==> config.mk <==
export PLATFORM = sky130hd
export DESIGN_NAME = json_string_unescape_utf8_flat
export DESIGN_NICKNAME = d
export VERILOG_FILES = /design/src/design/jsu_pkg.sv /design/src/design/jsu_if.sv /design/src/design/jsu_front.sv /design/src/design/jsu_queue.sv /design/src/design/jsu_back.sv /design/src/design/json_string_unescape_utf8.sv /design/src/flat_wrapper.sv
export SDC_FILE = /design/constraint.sdc
export NUM_CORES = 1
export LEC_CHECK = 0
export ABC_AREA = 0
export BUFFER_PORTS_ARGS = -buffer_cell sky130_fd_sc_hd__buf_4
export CAP_MARGIN = 20
export CELL_PAD_IN_SITES_DETAIL_PLACEMENT = 0
export CELL_PAD_IN_SITES_GLOBAL_PLACEMENT = 1
export CORE_UTILIZATION = 51
export CTS_CLUSTER_DIAMETER = 200
export CTS_CLUSTER_SIZE = 20
export DETAILED_ROUTE_END_ITERATION = 10
export GPL_ROUTABILITY_DRIVEN = 0
export GPL_TIMING_DRIVEN = 1
export PLACE_DENSITY = 0.76
export SETUP_SLACK_MARGIN = 0.2
export SLEW_MARGIN = 10
export SYNTH_ARGS = -nofsm -noshare
export SYNTH_HDL_FRONTEND = slang
export SYNTH_SLANG_ARGS = --single-unit
==> constraint.sdc <==
create_clock -name clk -period 3.3 [get_ports clk]
set_clock_uncertainty 0.2 [all_clocks]
set_input_delay 0 -clock clk [delete_from_list [all_inputs] [get_ports clk]]
set_output_delay 0 -clock clk [all_outputs]
set_load 0.1 [all_outputs]
==> src/design/jsu_pkg.sv <==
// ----------------------------------------------------------------------------
// jsu_pkg
// Shared types and constants of the JSON string unescaper.
// ----------------------------------------------------------------------------
package jsu_pkg;

  localparam int QDEPTH = 4;
  localparam int QPTR_W = $clog2(QDEPTH);
  localparam int QCNT_W = $clog2(QDEPTH + 1);

  localparam logic [2:0] ST_DATA      = 3'd0;
  localparam logic [2:0] ST_END       = 3'd1;
  localparam logic [2:0] ST_CTRL      = 3'd2;
  localparam logic [2:0] ST_BAD_ESC   = 3'd3;
  localparam logic [2:0] ST_BAD_HEX   = 3'd4;
  localparam logic [2:0] ST_NO_LOW    = 3'd5;
  localparam logic [2:0] ST_LOW_RANGE = 3'd6;

  localparam logic [7:0] CH_QUOTE  = 8'h22;
  localparam logic [7:0] CH_BSLASH = 8'h5C;
  localparam logic [7:0] CH_SLASH  = 8'h2F;
  localparam logic [7:0] CH_SPACE  = 8'h20;
  localparam logic [7:0] CH_B      = 8'h62;
  localparam logic [7:0] CH_F      = 8'h66;
  localparam logic [7:0] CH_N      = 8'h6E;
  localparam logic [7:0] CH_R      = 8'h72;
  localparam logic [7:0] CH_T      = 8'h74;
  localparam logic [7:0] CH_U      = 8'h75;

  // One queued job: a status, the number of bytes minus one and the value.
  typedef struct packed {
    logic [2:0]  status;
    logic [1:0]  len;
    logic [20:0] cp;
  } jsu_entry_t;

  typedef struct packed {
    logic full;
    logic empty;
  } jsu_qstat_t;

endpackage

==> src/design/jsu_if.sv <==
// ----------------------------------------------------------------------------
// jsu_in_if / jsu_out_if
// Valid/ready channels carrying raw input bytes and decoded results.
// ----------------------------------------------------------------------------
interface jsu_in_if;
  logic       valid;
  logic       ready;
  logic [7:0] in_byte;

  modport source (output valid, output in_byte, input ready);
  modport sink   (input valid, input in_byte, output ready);
endinterface

interface jsu_out_if;
  logic       valid;
  logic       ready;
  logic [7:0] out_byte;
  logic [2:0] status;
  logic       last;

  modport source (output valid, output out_byte, output status, output last, input ready);
  modport sink   (input valid, input out_byte, input status, input last, output ready);
endinterface

==> src/design/jsu_front.sv <==
// ----------------------------------------------------------------------------
// jsu_front
// Accepts string body bytes, tracks escapes and surrogates, and queues jobs.
// ----------------------------------------------------------------------------
module jsu_front
  import jsu_pkg::*;
(
  input  logic       clk,
  input  logic       rst_n,
  jsu_in_if.sink     in_ch,
  input  logic       q_full,
  output logic       push,
  output jsu_entry_t push_entry
);

  typedef enum logic [2:0] {
    M_BODY, M_ESC, M_HEX, M_LOWBS, M_LOWU, M_LOWHEX
  } mode_t;

  mode_t       mode_r, mode_nxt;
  logic [1:0]  cnt_r, cnt_nxt;
  logic [11:0] acc_r, acc_nxt;
  logic [9:0]  hh_r, hh_nxt;

  logic        fire;
  logic [7:0]  b;
  logic        is_hex;
  logic [3:0]  dig;
  logic [15:0] v;
  logic [20:0] pair_cp;

  assign in_ch.ready = !q_full;
  assign fire        = in_ch.valid && !q_full;
  assign b           = in_ch.in_byte;
  assign v           = {acc_r, dig};
  assign pair_cp     = {1'b0, hh_r, v[9:0]} + 21'h10000;

  always_comb begin
    is_hex = 1'b1;
    dig    = 4'd0;
    priority if (b >= 8'h30 && b <= 8'h39) begin
      dig = 4'(b - 8'h30);
    end else if (b >= 8'h61 && b <= 8'h66) begin
      dig = 4'(b - 8'h57);
    end else if (b >= 8'h41 && b <= 8'h46) begin
      dig = 4'(b - 8'h37);
    end else begin
      is_hex = 1'b0;
    end
  end

  always_comb begin
    mode_nxt   = mode_r;
    cnt_nxt    = cnt_r;
    acc_nxt    = acc_r;
    hh_nxt     = hh_r;
    push       = 1'b0;
    push_entry = '{status: ST_DATA, len: 2'd0, cp: '0};
    if (fire) begin
      unique case (mode_r)
        M_BODY: begin
          priority if (b == CH_QUOTE) begin
            push = 1'b1;
            push_entry.status = ST_END;
          end else if (b < CH_SPACE) begin
            push = 1'b1;
            push_entry.status = ST_CTRL;
          end else if (b == CH_BSLASH) begin
            mode_nxt = M_ESC;
          end else begin
            push = 1'b1;
            push_entry.cp = {13'd0, b};
          end
        end
        M_ESC: begin
          mode_nxt = M_BODY;
          cnt_nxt  = 2'd0;
          acc_nxt  = '0;
          push     = 1'b1;
          unique case (b)
            CH_QUOTE, CH_BSLASH, CH_SLASH: push_entry.cp = {13'd0, b};
            CH_B: push_entry.cp = 21'h08;
            CH_F: push_entry.cp = 21'h0C;
            CH_N: push_entry.cp = 21'h0A;
            CH_R: push_entry.cp = 21'h0D;
            CH_T: push_entry.cp = 21'h09;
            CH_U: begin
              push     = 1'b0;
              mode_nxt = M_HEX;
            end
            default: push_entry.status = ST_BAD_ESC;
          endcase
        end
        M_HEX, M_LOWHEX: begin
          if (!is_hex) begin
            push              = 1'b1;
            push_entry.status = ST_BAD_HEX;
            mode_nxt          = M_BODY;
            cnt_nxt           = 2'd0;
            acc_nxt           = '0;
          end else if (cnt_r != 2'd3) begin
            cnt_nxt = cnt_r + 2'd1;
            acc_nxt = {acc_r[7:0], dig};
          end else begin
            cnt_nxt  = 2'd0;
            acc_nxt  = '0;
            mode_nxt = M_BODY;
            if (mode_r == M_HEX) begin
              if (v[15:10] == 6'b110110) begin
                hh_nxt   = v[9:0];
                mode_nxt = M_LOWBS;
              end else begin
                push          = 1'b1;
                push_entry.cp = {5'd0, v};
                priority if (v < 16'h0080) begin
                  push_entry.len = 2'd0;
                end else if (v < 16'h0800) begin
                  push_entry.len = 2'd1;
                end else begin
                  push_entry.len = 2'd2;
                end
              end
            end else begin
              push = 1'b1;
              if (v[15:10] != 6'b110111) begin
                push_entry.status = ST_LOW_RANGE;
              end else begin
                push_entry.cp  = pair_cp;
                push_entry.len = 2'd3;
              end
            end
          end
        end
        M_LOWBS: begin
          if (b != CH_BSLASH) begin
            push              = 1'b1;
            push_entry.status = ST_NO_LOW;
            mode_nxt          = M_BODY;
          end else begin
            mode_nxt = M_LOWU;
          end
        end
        M_LOWU: begin
          cnt_nxt = 2'd0;
          acc_nxt = '0;
          if (b != CH_U) begin
            push              = 1'b1;
            push_entry.status = ST_NO_LOW;
            mode_nxt          = M_BODY;
          end else begin
            mode_nxt = M_LOWHEX;
          end
        end
        default: begin
          mode_nxt = M_BODY;
          cnt_nxt  = 2'd0;
          acc_nxt  = '0;
        end
      endcase
    end
  end

  always_ff @(posedge clk) begin
    if (!rst_n) begin
      mode_r <= M_BODY;
      cnt_r  <= 2'd0;
      acc_r  <= '0;
      hh_r   <= '0;
    end else begin
      mode_r <= mode_nxt;
      cnt_r  <= cnt_nxt;
      acc_r  <= acc_nxt;
      hh_r   <= hh_nxt;
    end
  end

endmodule

==> src/design/jsu_queue.sv <==
// ----------------------------------------------------------------------------
// jsu_queue
// Short first-in first-out queue of jobs between the front and back ends.
// ----------------------------------------------------------------------------
module jsu_queue
  import jsu_pkg::*;
(
  input  logic       clk,
  input  logic       rst_n,
  input  logic       push,
  input  jsu_entry_t push_entry,
  input  logic       pop,
  output jsu_entry_t head,
  output jsu_qstat_t qstat
);

  jsu_entry_t          mem [QDEPTH];
  logic [QPTR_W-1:0]   wr_ptr_r;
  logic [QPTR_W-1:0]   rd_ptr_r;
  logic [QCNT_W-1:0]   cnt_r;

  assign head        = mem[rd_ptr_r];
  assign qstat.full  = (cnt_r == QCNT_W'(QDEPTH));
  assign qstat.empty = (cnt_r == '0);

  always_ff @(posedge clk) begin
    if (push) begin
      mem[wr_ptr_r] <= push_entry;
    end
  end

  always_ff @(posedge clk) begin
    if (!rst_n) begin
      wr_ptr_r <= '0;
      rd_ptr_r <= '0;
      cnt_r    <= '0;
    end else begin
      if (push) begin
        wr_ptr_r <= wr_ptr_r + 1'b1;
      end
      if (pop) begin
        rd_ptr_r <= rd_ptr_r + 1'b1;
      end
      unique case ({push, pop})
        2'b10:   cnt_r <= cnt_r + 1'b1;
        2'b01:   cnt_r <= cnt_r - 1'b1;
        default: cnt_r <= cnt_r;
      endcase
    end
  end

endmodule

==> src/design/jsu_back.sv <==
// ----------------------------------------------------------------------------
// jsu_back
// Expands queued jobs into results, one UTF-8 byte per cycle when not stalled.
// ----------------------------------------------------------------------------
module jsu_back
  import jsu_pkg::*;
(
  input  logic       clk,
  input  logic       rst_n,
  input  jsu_entry_t head,
  input  logic       head_valid,
  output logic       pop,
  jsu_out_if.source  out_ch
);

  logic [1:0] idx_r;
  logic       ov_r;
  logic [7:0] obyte_r;
  logic [2:0] ostat_r;
  logic       olast_r;

  logic       load;
  logic       fin;
  logic [7:0] sel_byte;

  assign load = !ov_r || out_ch.ready;
  assign fin  = (idx_r == head.len);
  assign pop  = load && head_valid && fin;

  always_comb begin
    unique case (head.len)
      2'd0: sel_byte = head.cp[7:0];
      2'd1: begin
        unique case (idx_r)
          2'd0:    sel_byte = {3'b110, head.cp[10:6]};
          default: sel_byte = {2'b10, head.cp[5:0]};
        endcase
      end
      2'd2: begin
        unique case (idx_r)
          2'd0:    sel_byte = {4'b1110, head.cp[15:12]};
          2'd1:    sel_byte = {2'b10, head.cp[11:6]};
          default: sel_byte = {2'b10, head.cp[5:0]};
        endcase
      end
      default: begin
        unique case (idx_r)
          2'd0:    sel_byte = {5'b11110, head.cp[20:18]};
          2'd1:    sel_byte = {2'b10, head.cp[17:12]};
          2'd2:    sel_byte = {2'b10, head.cp[11:6]};
          default: sel_byte = {2'b10, head.cp[5:0]};
        endcase
      end
    endcase
  end

  always_ff @(posedge clk) begin
    if (!rst_n) begin
      ov_r  <= 1'b0;
      idx_r <= 2'd0;
    end else if (load) begin
      ov_r <= head_valid;
      if (head_valid) begin
        idx_r <= fin ? 2'd0 : idx_r + 2'd1;
      end
    end
  end

  always_ff @(posedge clk) begin
    if (load && head_valid) begin
      obyte_r <= sel_byte;
      ostat_r <= head.status;
      olast_r <= fin;
    end
  end

  assign out_ch.valid    = ov_r;
  assign out_ch.out_byte = obyte_r;
  assign out_ch.status   = ostat_r;
  assign out_ch.last     = olast_r;

endmodule

==> src/design/json_string_unescape_utf8.sv <==
// Path: a completed job is written into the job queue, then into the back end's output register.
// Throughput: one input byte per cycle while the job queue is not full; the back end
// emits one result per cycle while out_ch.ready is high, so a multi-byte code point
// holds it while a four-entry job queue lets the front end keep taking bytes.
// Reset: synchronous, active low; clears the escape state, queue and output.
// ----------------------------------------------------------------------------
// json_string_unescape_utf8
// JSON string body unescaper producing UTF-8 bytes and status results.
// ----------------------------------------------------------------------------
module json_string_unescape_utf8
  import jsu_pkg::*;
(
  input  logic      clk,
  input  logic      rst_n,
  jsu_in_if.sink    in_ch,
  jsu_out_if.source out_ch
);

  logic       push;
  logic       pop;
  jsu_entry_t push_entry;
  jsu_entry_t head;
  jsu_qstat_t qstat;

  jsu_front u_front (
    .clk        (clk),
    .rst_n      (rst_n),
    .in_ch      (in_ch),
    .q_full     (qstat.full),
    .push       (push),
    .push_entry (push_entry)
  );

  jsu_queue u_queue (
    .clk        (clk),
    .rst_n      (rst_n),
    .push       (push),
    .push_entry (push_entry),
    .pop        (pop),
    .head       (head),
    .qstat      (qstat)
  );

  jsu_back u_back (
    .clk        (clk),
    .rst_n      (rst_n),
    .head       (head),
    .head_valid (!qstat.empty),
    .pop        (pop),
    .out_ch     (out_ch)
  );

  a_no_push_full: assert property (@(posedge clk) disable iff (!rst_n)
    push |-> !qstat.full)
    else $error("Job queued while the queue is full.");

  a_no_pop_empty: assert property (@(posedge clk) disable iff (!rst_n)
    pop |-> !qstat.empty)
    else $error("Job removed from an empty queue.");

  a_status_form: assert property (@(posedge clk) disable iff (!rst_n)
    (out_ch.valid && out_ch.status != ST_DATA) |-> (out_ch.last && out_ch.out_byte == 8'd0))
    else $error("Status result without last flag or with a non-zero byte.");

endmodule
==> src/flat_wrapper.sv <==
// flat-port wrapper written by rule: the top's interface ports become plain ports
module json_string_unescape_utf8_flat import jsu_pkg::*;
  (clk, rst_n, in_ch_valid, in_ch_in_byte, in_ch_ready, out_ch_valid, out_ch_out_byte, out_ch_status, out_ch_last, out_ch_ready);
  jsu_in_if in_ch_i ();
  jsu_out_if out_ch_i ();
  input  logic clk;
  input  logic rst_n;
  input wire logic [$bits(in_ch_i.valid)-1:0] in_ch_valid;
  input wire logic [$bits(in_ch_i.in_byte)-1:0] in_ch_in_byte;
  output wire logic [$bits(in_ch_i.ready)-1:0] in_ch_ready;
  output wire logic [$bits(out_ch_i.valid)-1:0] out_ch_valid;
  output wire logic [$bits(out_ch_i.out_byte)-1:0] out_ch_out_byte;
  output wire logic [$bits(out_ch_i.status)-1:0] out_ch_status;
  output wire logic [$bits(out_ch_i.last)-1:0] out_ch_last;
  input wire logic [$bits(out_ch_i.ready)-1:0] out_ch_ready;
  assign in_ch_i.valid = in_ch_valid;
  assign in_ch_i.in_byte = in_ch_in_byte;
  assign in_ch_ready = in_ch_i.ready;
  assign out_ch_valid = out_ch_i.valid;
  assign out_ch_out_byte = out_ch_i.out_byte;
  assign out_ch_status = out_ch_i.status;
  assign out_ch_last = out_ch_i.last;
  assign out_ch_i.ready = out_ch_ready;
  json_string_unescape_utf8 u_core (.clk(clk), .rst_n(rst_n), .in_ch(in_ch_i), .out_ch(out_ch_i));
endmodule
======== Word-level counts from Yosys, hierarchy flattened ========
Memory sizes are Yosys's and may differ from the RTL's. A register that Yosys moved wholly into a read port is not among the register bits.
Index checks and enable logic that the tools add are counted.
word-level totals
  register bits ........................... 49
  memory bits (writable) .................. 104
  bits of input ports ..................... 12
  output and inout port bits .............. 14
  memories ................................ 1
memories
  memory              depth  bits a word  rd ports  clocked after memory_dff  wr ports  line             source
  u_core.u_queue.mem  4      26           1         1                         1         jsu_queue.sv:17  jsu_entry_t mem [QDEPTH];
operators by class
  add/sub/neg operators ................... 10
  $lt $le $gt $ge ......................... 9
  equality and inequality tests ........... 31
  mux-type cells .......................... 68
  bitwise gates (word level) .............. 3
  reductions and logical operators ........ 23
operators by type and width
  cell                      count
  $mux W23                  4
  $pmux W21 S3              1
  $eq A8 B7 Y1 const B      7
  $mux W26                  2
  $pmux W8 S6               1
  $mux W3                   12
  $pmux W3 S5               2
  $mux W2                   14
  $mux W12                  2
  $mux W8                   3
  $pmux W12 S2              1
  $pmux W8 S3               1
  $add A20 B17 Y21 const B  1
  $pmux W7 S3               1
  $eq A8 B6 Y1 const B      2
  $ge A8 B7 Y1 const B      2
  $le A8 B7 Y1 const B      2
  $lt A16 B12 Y1 const B    1
  $lt A16 B8 Y1 const B     1
  $mux W1                   16
  $ne A8 B7 Y1 const B      2
  $pmux W7 S2               1
  $mux W4                   3
  $eq A3 B3 Y1 const B      3
  other kinds (34)          59

======== Logic depth before layout (Yosys ltp) ========
  depth after elaboration ................. 14
  gate-level depth with buffers ........... 12

======== Modules after synthesis ========
From an unflattened synthesis, not the netlist that was laid out.
unflattened totals
  cells, all modules ...................... 577
  area total of the unflattened synthesis .. 7,423.4 um2
modules (own cells, without submodules)
  module                     times used  cells each  area an instance (um2)
  jsu_queue                  1           182         4,247.8
  jsu_front                  1           289         2,097.0
  jsu_back                   1           105         1,074.8
  json_string_unescape_utf8  1           1           3.8

======== Worst setup path after synthesis ========
OpenSTA, ideal clock, no wires.
  kind .................................... flip-flop to flip-flop
  start ................................... reg u_core.u_back.ov_r, in the netlist u_core.u_back.out_ch.valid
  end ..................................... reg u_core.u_queue.cnt_r[2]
  arrival time ............................ 2,797 ps
  data required time ...................... 3,029 ps
  setup slack ............................. 232 ps
  stages on the path, launching flop included .. 9
  buffers on the path ..................... 0
  cells stage by stage .................... dfxtp_1 a21o_1 inv_1 and3_1 ha_1 fa_1 xnor2_1 or3_1 a21oi_1
on the way
  word-level cells in the longest chain between the ends .. 6
  elaborated cells between the ends (all ways) .. 8
  classes of those cells .................. eq/ne (2); mux (1); reduce/logical (5)
ends and longest elaborated chain
  what                                               line                             source
  start: declaration                                 jsu_back.sv:17                   logic ov_r;
  start signal: assignment                           jsu_back.sv:62                   ov_r <= head_valid;
  $logic_not A1 Y1 *                                 jsu_back.sv:26                   assign load = !ov_r || out_ch.ready;
  $logic_or A1 B1 Y1 *                               jsu_back.sv:26
  $logic_and A1 B1 Y1 * (2 in series)                jsu_back.sv:28                   assign pop = load && head_valid && fin;
  via u_core.pop                                     json_string_unescape_utf8.sv:20  logic pop;
  $eq A2 B1 Y1 or $eq A2 B2 Y1 (tied branches)       jsu_queue.sv:44                  unique case ({push, pop})
  $pmux W3 S2 or $reduce_bool A2 Y1 (tied branches)  n/a
  end signal: assignment                             jsu_queue.sv:45                  2'b10: cnt_r <= cnt_r + 1'b1;
  end signal: assignment                             jsu_queue.sv:46                  2'b01: cnt_r <= cnt_r - 1'b1;
  end signal: assignment                             jsu_queue.sv:47                  default: cnt_r <= cnt_r;
  end: declaration                                   jsu_queue.sv:20                  logic [QCNT_W-1:0] cnt_r;
Mark *: on every way through the listed nets, which the timed path passes. The rest lies on a longest branch.
A chain may end at the register's enable or synchronous reset.

======== Final worst setup path ========
  start ................................... reg u_core.u_front.mode_r[2]
  end ..................................... reg u_core.u_queue.cnt_r[2]
on the way
  word-level cells in the longest chain between the ends .. 8
  elaborated cells between the ends (all ways) .. 16
  classes of those cells .................. eq/ne (7); mux (6); reduce/logical (3)
ends and longest elaborated chain
  what                                               line                               source
  start: declaration                                 jsu_front.sv:20                    mode_t mode_r, mode_nxt;
  start signal: assignment                           jsu_front.sv:170                   mode_r <= mode_nxt;
  $eq A3 B2 Y1                                       jsu_front.sv:60, jsu_front.sv:108
  $mux W1                                            jsu_front.sv:108                   if (mode_r == M_HEX) begin
  $mux W1                                            jsu_front.sv:101                   end else if (cnt_r != 2'd3) begin
  $mux W1                                            jsu_front.sv:95                    if (!is_hex) begin
  $pmux W1 S5 *                                      jsu_front.sv:60                    unique case (mode_r)
  $mux W1 *                                          jsu_front.sv:59                    if (fire) begin
  $eq A2 B1 Y1 or $eq A2 B2 Y1 (tied branches)       jsu_queue.sv:44
  $pmux W3 S2 or $reduce_bool A2 Y1 (tied branches)  n/a
Every way passes the cells marked *; elsewhere a longest branch is shown, timed or not.

==> results.toml <==
[logic_synthesis]
synthSimpleGateAreaFrac_pct = 11.9
synthesis.area_mm2 = 0.00740
synth_compound_area_share_pct = 12.6
synth_top_family_by_area = "compound AO/OA/AOI/OAI gates"
synthXorXnorAreaFrac_pct = 1.06
synth.distinct_cells = 75
yosysWarnings = 0
netlist_instances = 569
synthesis.nets = 601
synth_edf_count = 116
seq_area_frac_synth_pct = 57.6
post_synth.cell_area_avg_um2 = 13.0
synthArstFlopShare_pct = 0
synth_common_cells = "edfxtp_1, nor2_1, dfxtp_1"
post-synth-top-count-cell = "edfxtp_1"
synth_fa_ha_area_share_pct = 3.48
synthMuxAreaShare_pct = 10.4
synth_top_area_share_pct = 47.1
synth_top_area_cell = "edfxtp_1"
synthFlopType = "edfxtp_1"
synth_seq_cells = 155
synthTopCellsByArea = "edfxtp_1, dfxtp_1, mux4_2, ha_1, nor2_1"

[detailed_routing]
wl_mm = 16.2
drc = 0
viasPerCell = 6.16
ant_nets = 0
vias = 4993
first_pass_iters = 7
routedWlPerCell_um = 20.0
drt-initial-drc-count = 526

[floorplan]
dieArea_mm2 = 0.0150
core_mm2 = 0.0140
fp-row-count = 43
die_w_um = 122
dieHeight_um = 122
io_pins = 26
initial_core_util_pct = 52.7

[timing]
finalCriticalPeriod_ps = 2860
setup_violations = 0
fin_crit_sh_pct = 86.7
rsz0062_at_grt = "false"
tightest_slew_ps = 809
finalHoldViolations = 0
report.final.slew_viol_count = 0
fmax_mhz = 349
maxSlewHeadroom_pct = 46.1
setup_slack_ps = 437
setup_tns_ps = 0

[clock_network]
cts_tree = "built"
clock_sinks = 155
htreeDepth = 4
cts_setup_buffers = 0
clock_latency_ps = 420
clk_pin_slew_ps = 60
root_buffer = "clkbuf_16"
numCtsBuffers = 17
cts_max_path_buffers = 2

[hold_path]
min_from = "in_ch_in_byte[2]"
hold_class = "in2reg"

[critical_path]
r2r-start = "u_core.u_front.mode_r[2]"
path_class = "reg2reg"
crit_slowest_cell = "dfxtp_1"
crit_chain = "buf_4 -> and2_1 -> a221oi_1 -> a32o_2 -> inv_1 -> ha_1 -> fa_1 -> xnor2_1 -> or3_1 -> a21oi_1"
critPathMaxStageDelay_ps = 430
crit_required_ps = 3450
start_kind = "register"
cp_max_fo = 11
worstPathArrival_ps = 3010
crit_start = "u_core.u_front.mode_r[2]"
end_kind = "register"

[job]
drv_cap = 0

[grt]
grt_pass1_wl_mm = 25.5
track_usage_pct = 23.2
grt_remaining_overflow = 0
antenna_found_initial = 0
grt_pass1_vias = 4748
grt_max_degree = 37

[placed_design]
pre_cts_ws_ps = 204
dp.cells = 771
io_buffers = 25
dp_hpwl_mm = 11.2
dpl_cell_area_mm2 = 0.00787

[power]
p_int_mw = 5.05
power_frac_clock_pct = 22.6
fin_total_pwr_mw = 8.28
p_sw_share_pct = 39.1
power_frac_seq_pct = 35.7
p_sw_mw = 3.24
p_leak_nw = 2.98
peakVddDrop_mv = 0.419
powerDensity_mw_per_mm2 = 972
combPwrFrac_pct = 41.6

[cells_and_area]
area_growth_pct = 15.1
final_area_mm2 = 0.00852
final_net_count = 650
post_layout_nonfiller_instances = 811
antenna_cells = 0
layout-drive-gt1-share_pct = 19.8

[run_status]
outcome = "completed"
==> worst paths after layout <==
check	to	slack [ps]	cells past startpoint
max reg2reg	u_core.u_queue.cnt_r[2]	440	10
min reg2reg	u_core.u_queue.rd_ptr_r[1]	300	2
min	u_core.u_front.acc_r[2]	9	4
max	u_core.u_queue.cnt_r[2]	440	10
==> layout by cell type, fill, tap and decap left out, types with 16 or more instances in the layout <==
master,instances
inv_1,21
nor2_1,46
mux4_2,25
dfxtp_1,38
nand3_1,16
ha_1,19
a21oi_1,30
a22oi_1,19
nand2_1,35
edfxtp_1,116
buf_4,49
o21ai_0,20
mux2i_1,17
clkbuf_16,17
==> cells by family after synthesis <==
logic type,after synthesis
and+or+nand+nor,161
DFF,155
AOI/OAI and AO/OA,131
buffers and inverters,49
muxes,44
adders and majority gates,20
xor gates and xnor gates,9
==> power groups by stage <==
stage	combinational, mW	sequential (mW)	clock [mW]
after floorplan	1.99	3.53	0
after detailed placement	3.40	3.00	0
after global routing	3.70	3.01	2.00
final	3.45	2.96	1.87
after CTS	3.44	2.96	1.91
after global placement	3.36	2.97	0
==> sequential cells by signal (all words and copies together) (netlist names), named ones only <==
register / flops
u_core.u_queue.mem: 104
u_core.u_front.acc_r: 12
u_core.u_front.hh_r: 10
u_core.u_back.out_ch.out_byte: 8
u_core.u_back.out_ch.status: 3
u_core.u_front.mode_r: 3
u_core.u_queue.cnt_r: 3
u_core.u_back.idx_r: 2
u_core.u_front.cnt_r: 2
u_core.u_queue.rd_ptr_r: 2
u_core.u_queue.wr_ptr_r: 2
u_core.u_back.out_ch.last: 1
u_core.u_back.out_ch.valid: 1
==> worst max-delay path: cells and delay by family, from the launching register on <==
family                   cells  cell delay, ps
AO/OA/AOI/OAI                3             670
XOR/XNOR                     1             140
adder cells (fa/ha/maj)      2             600
buffers and inverters        2             290
flip-flops                   1             430
AND/OR/NAND/NOR              2             450
==> timing repair <==
action | CTS | global route
hold endpoints to repair | 55 | 0
hold buffers | 8 | 0
resized for setup | 0 | 1
endpoints found under the setup margin | 0 | 1
==> layer usage <==
metal / up-vias / part of all wire (%) / global-route usage (%)
met5: - / 0 / 0
li1: 2323 / - / -
met3: 30 / 4.9 / 4.51
met1: 2460 / 45 / 31.4
met2: 180 / 48 / 36.6
met4: 0 / 2.4 / 9.83
==> per-stage QoR <==
step,utilization (%),hold WS [ps]
6_report,60.7,8.64
3_3_place_gp,56.0,67.0
2_1_floorplan,-,-53.7
5_1_grt,60.7,40.3
4_1_cts,60.7,4.01
3_5_place_dp,56.0,81.8
==> area by class of cell <==
| cell class | count | area [um^2] |
|---|---|---|
| clock buffers | 18 | 439 |
| clock inverters | 14 | 134 |
| fillers | 1094 | 5520 |
| inverters | 22 | 82.6 |
| multi-input cells | 365 | 2930 |
| flip-flops and latches | 155 | 4270 |
| well taps | 180 | 225 |
| repair buffers | 57 | 448 |
No activity file was read; power rests on OpenSTA's default activity.
